File: src/rtl/dpsf_pkg.sv
package dpsf_pkg;

  localparam int MAX_NODES = 64;
  localparam int NODE_BITS = $clog2(MAX_NODES);
  localparam int CNT_BITS  = NODE_BITS + 1;
  localparam int COST_BITS = 16;
  localparam int ADDR_BITS = 2 * NODE_BITS;

  typedef logic [NODE_BITS-1:0] node_t;
  typedef logic [CNT_BITS-1:0]  cnt_t;
  typedef logic [COST_BITS-1:0] cost_t;

  localparam cost_t COST_INF = '1;

  localparam logic ACT_WRITE = 1'b0;
  localparam logic ACT_START = 1'b1;

  typedef struct packed {
    logic en;
    logic first;
  } relax_ctl_t;

  typedef struct packed {
    logic  pending;
    node_t pick_k;
    node_t pick_v;
  } relax_stat_t;

endpackage

File: src/rtl/dpsf_relax.sv
module dpsf_relax import dpsf_pkg::*; (
  input  logic        clk,
  input  logic        rst,
  input  relax_ctl_t  ctl,
  input  node_t       v,
  input  node_t       k,
  input  cost_t       arc,
  input  cost_t       best,
  output cost_t       nb,
  output logic        upd,
  output relax_stat_t stat
);

  logic  en_q;
  logic  first_q;
  cost_t nb_q;
  node_t v_q;
  node_t k_q;
  cost_t min_cost;
  node_t pick_k;
  node_t pick_v;

  assign upd = arc < best;
  assign nb  = upd ? arc : best;

  always_ff @(posedge clk) begin
    if (rst) begin
      en_q <= 1'b0;
    end else begin
      en_q <= ctl.en;
    end
    first_q <= ctl.first;
    nb_q    <= nb;
    v_q     <= v;
    k_q     <= k;
    if (en_q && (first_q || nb_q < min_cost)) begin
      min_cost <= nb_q;
      pick_k   <= k_q;
      pick_v   <= v_q;
    end
  end

  assign stat.pending = en_q;
  assign stat.pick_k  = pick_k;
  assign stat.pick_v  = pick_v;

endmodule

File: config.mk
export PLATFORM = sky130hd
export DESIGN_NAME = dpsf_relax
export DESIGN_NICKNAME = d
export VERILOG_FILES = /design/src/rtl/dpsf_pkg.sv /design/src/rtl/dpsf_relax.sv
export SDC_FILE = /design/constraint.sdc
export NUM_CORES = 1
export LEC_CHECK = 0
export ABC_CLOCK_PERIOD_IN_PS = 2600
export BUFFER_PORTS_ARGS = -buffer_cell sky130_fd_sc_hd__buf_2
export CORE_ASPECT_RATIO = 0.6
export CORE_UTILIZATION = 45
export CTS_CLUSTER_SIZE = 28
export DETAILED_ROUTE_END_ITERATION = 8
export HOLD_SLACK_MARGIN = 0.1
export MAX_ROUTING_LAYER = met4
export PLACE_DENSITY = 0.74
export SKIP_CTS_REPAIR_TIMING = 1
export SLEW_MARGIN = 25
export SYNTH_ARGS = -nofsm -noshare
export SYNTH_HDL_FRONTEND = slang
export SYNTH_SLANG_ARGS = --single-unit
export TNS_END_PERCENT = 50
File: constraint.sdc
create_clock -name clk -period 2.6 [get_ports clk]
set_input_delay 0.39 -clock clk [delete_from_list [all_inputs] [get_ports clk]]
set_output_delay 0.39 -clock clk [all_outputs]
set_load 0.01 [all_outputs]
==> impl_metrics.ini, run 1 <==
[outcome]
outcome = complete, no violations

[synth]
yosysWarnings = 0
syn_avg_cell_area_um2 = 13.11
synth_area_um2 = 2452
synth-seq-cells = 58
synth_most_common_cell = inv_1
yosys.cell_types.count = 27
synth_top_area_share_pct = 34.29
synthTopCellsByCount = inv_1 (31), dfxtp_1 (30), ha_1 (30)
ys.flop_type = dfxtp_1
synth-async-reset-ratio_pct = 0
syn_inst = 187
ys_top_cells_by_area = edfxtp_1 (34%), dfxtp_1 (24%), ha_1 (15%), mux2_4 (5.5%), inv_1 (4.7%)
synth_edf_count = 28
synth_area_leader_cell = edfxtp_1
ys_seq_area_share_pct = 58.78
synth_nets = 265

[route]
drc = 0
postRouteAntennaNets = 0
routedWlPerCell_um = 12.61
first_iter_violations = 34
routed-via-count = 1632
finalWirelength_um = 4400
viasPerCell = 4.676
drt_pass1_iterations = 4

[floorplanning]
die_area_um2 = 5759
chipWidth_um = 97.31
pin_count = 78
core-area_um2 = 5155
row_count = 20
die_h_um = 59.18
start_util_pct = 47.57

[critical_path]
crit_buf_inv = 3
worstSetupEndpointType = output pin
critical_path_class = in2out
crit_path_start_kind = primary input
path_max_fanout = 9
required_ns = 2.21
reg2reg_slack_ns = 0.17
cpPeakStageDelay_ns = 0.38
critPathSlowestCell = a2111o_1
arrival_ns = 2.15
reg2reg_depth = 8
reg2reg_to = pick_k[0]
cpMostUsedCell = buf_2
path_cells = buf_2 -> ha_1 -> a2111o_1 -> a32oi_1 -> nand3_2 -> buf_4 -> mux2_4 -> buf_2
cpLargestDelayFamily = compound AO/OA/AOI/OAI gates
r2r_start = min_cost[13]

[worst_hold_path]
worstHoldStart = k[2]
hold_class = in2reg
holdPathStages = 1
hold_path_end = k_q[2]

[power]
pwr-share-comb_pct = 15.3
clock_power_share_pct = 35.9
peakVddDrop_uv = 397.4
seqPwrFrac_pct = 48.8
p_int_mw = 1.635
power.leakage_nw = 1.547
netSwitchingFraction_pct = 24.94
p_switching_mw = 0.5434
p_per_area_nw_per_um2 = 693.2

[clocking]
cts_tree = built
clkTransAtPathRegs_ns = 0.06
cts.htree.levels = 3
clockBufferDepth = 2
clock-root-buffer = clkbuf_8
clk_latency_ns = 0.34
cts.sinks = 58
cts_buffers = 9

[layout]
drive_gt1_share_pct = 42.76
finish.net_count = 356
nFillCells = 422
utilization_pct = 60.97
area_growth_pct = 28.16
diodes = 0

[timing]
setup-violations-final = 0
maxSlewHeadroom_pct = 84.20
timing.fmax_mhz = 393.3
period_needed_ns = 2.542
tightestPinTransition_ns = 0.2345
post-route-period-util_pct = 97.79
tns_ns = 0
hold_viol_final = 0
final_max_slew_viol_count = 0
grt_setup_unrepaired = true
fin_skew_ns = 0.007938

[grt]
grt_start_max_net_pins = 19
antenna_found_initial = 0
grt_usage_pct = 17.81
grt_overflow = 0
grt_pass1_vias = 1536
grt_pass1_wl_um = 7189

[place]
gp_congestion = 0.7862
port_buffers = 77
dp_hpwl_um = 3421

[flow_run]
drv_cap = 0
## worst register-to-register path: stages, from the launching register on
cell and delay, ns:
edfxtp_1 0.33, inv_1 0.04, ha_1 0.28, nand4_1 0.09, or2_2 0.28, or4b_2 0.67, o221ai_1 0.20, nor2_2 0.06
buf_4 0.21
## state kept, by name, summed over array words and instances (netlist names)
name      flops
min_cost     16
nb_q         16
k_q           6
pick_k        6
pick_v        6
v_q           6
en_q          1
first_q       1
## per-stage QoR
| stage | setup slack, ns | hold slack (ns) | power (mW) | instance area [um^2] | instances |
|---|---|---|---|---|---|
| CTS | -0.001014 | 0.1263 | 2.205 | 3127 | 349 |
| finish | 0.05758 | 0.1442 | 2.179 | 3143 | 349 |
| global route | -0.02601 | 0.1232 | 2.295 | 3143 | 349 |
| global placement | 0.03848 | 0.3860 | 1.405 | 2942 | 333 |
| detailed placement | 0.001329 | 0.3887 | 1.414 | 2942 | 333 |
| floorplan | 0.2360 | 0.3855 | 1.278 | 2455 | 187 |
## layer usage
metal,global-route usage [%],part of all wire [%],up-vias
met1,23.09,53,717
met4,7.983,1.5,0
met5,-,0,-
li1,-,-,837
met2,24.35,38,71
met3,7.429,7.5,7
## power groups by stage
stage          Combinational, mW  Sequential, mW  Clock, mW
2_1_floorplan              0.200            1.08          0
3_3_place_gp               0.323            1.08          0
3_5_place_dp               0.331            1.08          0
4_1_cts                    0.334            1.06      0.807
5_1_grt                    0.375            1.07      0.850
6_report                   0.333            1.06      0.782
## worst max path at each step
| stage | startpoint | depth (start not counted) | slack (ns) | end |
|---|---|---|---|---|
| finish | arc[1] | 8 | 0.06 | nb[6] |
| global route | best[14] | 10 | -0.03 | nb[4] |
| CTS | best[14] | 10 | -0.001 | nb[4] |
| detailed placement | best[14] | 10 | 0.001 | nb[4] |
| global placement | best[14] | 10 | 0.04 | nb[4] |
| floorplan | min_cost[13] | 7 | 0.24 | min_cost[0] |
## layout make-up
class	instances	area (um^2)	share of cell area (%)
Sequential cell	58	1441	45.86
Multi-Input combinational cell	96	894.6	28.46
Timing Repair Buffer	82	422.9	13.46
Clock buffer	10	127.6	4.061
Inverter	31	116.4	3.702
Tap cell	66	82.58	2.627
Clock inverter	6	57.56	1.831
## cells in the final DEF, fill, tap and decap left out, types with 7 or more instances in the layout
| cell type | synthesis | routed |
|---|---|---|
| nand2_1 | 8 | 8 |
| a21oi_1 | 12 | 12 |
| dfxtp_1 | 30 | 30 |
| mux2_4 | 9 | 9 |
| mux2_2 | 7 | 7 |
| inv_1 | 31 | 31 |
| ha_1 | 30 | 30 |
| buf_2 | 0 | 77 |
| edfxtp_1 | 28 | 28 |
| clkbuf_8 | 0 | 9 |
## cell families after synthesis
family / count (synthesis) / synth area share, %
flops: 58 / 58.78
compound gates: 23 / 5.664
buf+inv: 33 / 5.510
fa+ha+maj: 30 / 15.31
simple gates: 27 / 6.021
mux: 16 / 8.725
Note: power is estimated with default switching activity, not from simulation.
==> run 2: changes to the inputs <==
==> constraint.sdc (replaced) <==
create_clock -name clk -period 2.6 [get_ports clk]
set_input_delay 0.39 -clock clk [delete_from_list [all_inputs] [get_ports clk]]
set_output_delay 0.39 -clock clk [all_outputs]
set_load 0.05 [all_outputs]
==> run 2 against run 1 <==
- the flow now finishes with violations (negative setup slack)
- register-to-register slack worse by 0.05 ns
- critical endpoint is now nb[9]
- wire length up 3.4%
- die area unchanged
- highest routed layer unchanged
- global-route usage down 0.21 points
- non-clock buffer count up 2
- largest cell class unchanged
- worst hold slack better by 0.018 ns
- cell area up 1.0%
- core utilization up 0.61 points
- sequential share of layout area down 0.45 points
==> impl_metrics.ini, run 2 (same netlist as run 1, synthesis figures left out) <==
[layout]
layout_commonest_cell = buf_2
stdcell_count = 351
reg.largest.list = min_cost x16, nb_q x16
utilization_pct = 61.58
area_growth_pct = 29.44
finish.net_count = 358
drive_gt1_share_pct = 42.11
layout_common_cells = buf_2 (67), inv_1 (31), ha_1 (30), dfxtp_1 (30), edfxtp_1 (28)
diodes = 0
design_area_um2 = 3174

[route]
viasPerCell = 4.801
routedWlPerCell_um = 12.96
drc = 0
postRouteAntennaNets = 0
routed-via-count = 1685
finalWirelength_um = 4548
drt_pass1_iterations = 4
first_iter_violations = 44

[floorplanning]
start_util_pct = 47.57
row_count = 20
die_h_um = 59.18
pin_count = 78
chipWidth_um = 97.31
die_area_um2 = 5759
core-area_um2 = 5155

[critical_path]
crit_path_start_kind = primary input
critical_path_class = in2out
crit_buf_inv = 3
cpLargestDelayFamily = compound AO/OA/AOI/OAI gates
critPathSlowestCell = a2111o_1
cpMostUsedCell = buf_4
reg2reg_slack_ns = 0.12
cpPeakStageDelay_ns = 0.38
path_max_fanout = 8
worstSetupEndpointType = output pin
arrival_ns = 2.23
required_ns = 2.21
path_cells = buf_2 -> ha_1 -> a2111o_1 -> a32oi_1 -> nand3_2 -> buf_4 -> mux2_4 -> buf_4

[power]
p_switching_mw = 0.6517
p_per_area_nw_per_um2 = 723.9
peakVddDrop_uv = 317.7
clock_power_share_pct = 32.9
pwr-share-comb_pct = 20.7
seqPwrFrac_pct = 46.4
p_int_mw = 1.646
fin_total_pwr_mw = 2.298
power.leakage_nw = 1.562
netSwitchingFraction_pct = 28.36

[timing]
hold_viol_final = 0
setup-violations-final = 6
timing.hold.ws_ns = 0.1619
maxSlewHeadroom_pct = 82.12
timing.fmax_mhz = 382.0
period_needed_ns = 2.618
fin_ws_ns = -0.01786
final_max_slew_viol_count = 0
grt_setup_unrepaired = true
fin_skew_ns = 0.006346
tightestPinTransition_ns = 0.2658
post-route-period-util_pct = 100.7
tns_ns = -0.04480

[clocking]
clk_latency_ns = 0.32
clkTransAtPathRegs_ns = 0.06
cts_buffers = 9
clock-root-buffer = clkbuf_8
cts.sinks = 58
clockBufferDepth = 2
cts_tree = built
cts.htree.levels = 3

[grt]
grt_usage_pct = 17.61
met1_usage_pct = 20.80
grt_pass1_wl_um = 7376
grt_start_max_net_pins = 19
antenna_found_initial = 0
use_met3_pct = 5.660
top_usage_layer = met2
met2_usage_pct = 28.37
grt_overflow = 0
grt_pass1_vias = 1667

[place]
gp_congestion = 0.7647
preCtsSetupSlack_ns = -0.08990
port_buffers = 77
placed_area_um2 = 2957
dp_hpwl_um = 3558
dpl.cell_count = 335

[worst_hold_path]
hold_class = in2reg

[outcome]
violations = negative setup slack
outcome = complete, but fails checks

[flow_run]
drv_cap = 0
-- run 2: power groups by stage --
stage	clock, mW	combinational [mW]	sequential (mW)
after floorplan	0	0.300	1.11
after global placement	0	0.451	1.08
after detailed placement	0	0.462	1.08
after CTS	0.784	0.465	1.07
after global routing	0.825	0.514	1.07
final	0.757	0.476	1.07
-- run 2: layout make-up --
type / count / area, um^2
sequential: 58 / 1441
timing repair buffer: 84 / 466.7
inverter: 31 / 116.4
clock buffer: 9 / 123.9
tap: 66 / 82.58
clock inverter: 7 / 60.06
multi-input combinational: 96 / 883.3
fill: 415 / 1981
-- run 2: path summary, 6_finish.rpt --
check	start	to	cells after the start
setup / recovery	arc[1]	nb[9]	8
setup reg to reg	min_cost[13]	pick_v[0]	8
hold / removal	v[1]	v_q[1]	1
hold reg to reg	v_q[0]	pick_v[0]	0
-- run 2: layer usage --
metal,vias to the layer above,part of all wire (%)
li1,848,-
met1,757,50
met2,74,42
met3,6,7.2
met4,0,1.1
met5,-,0
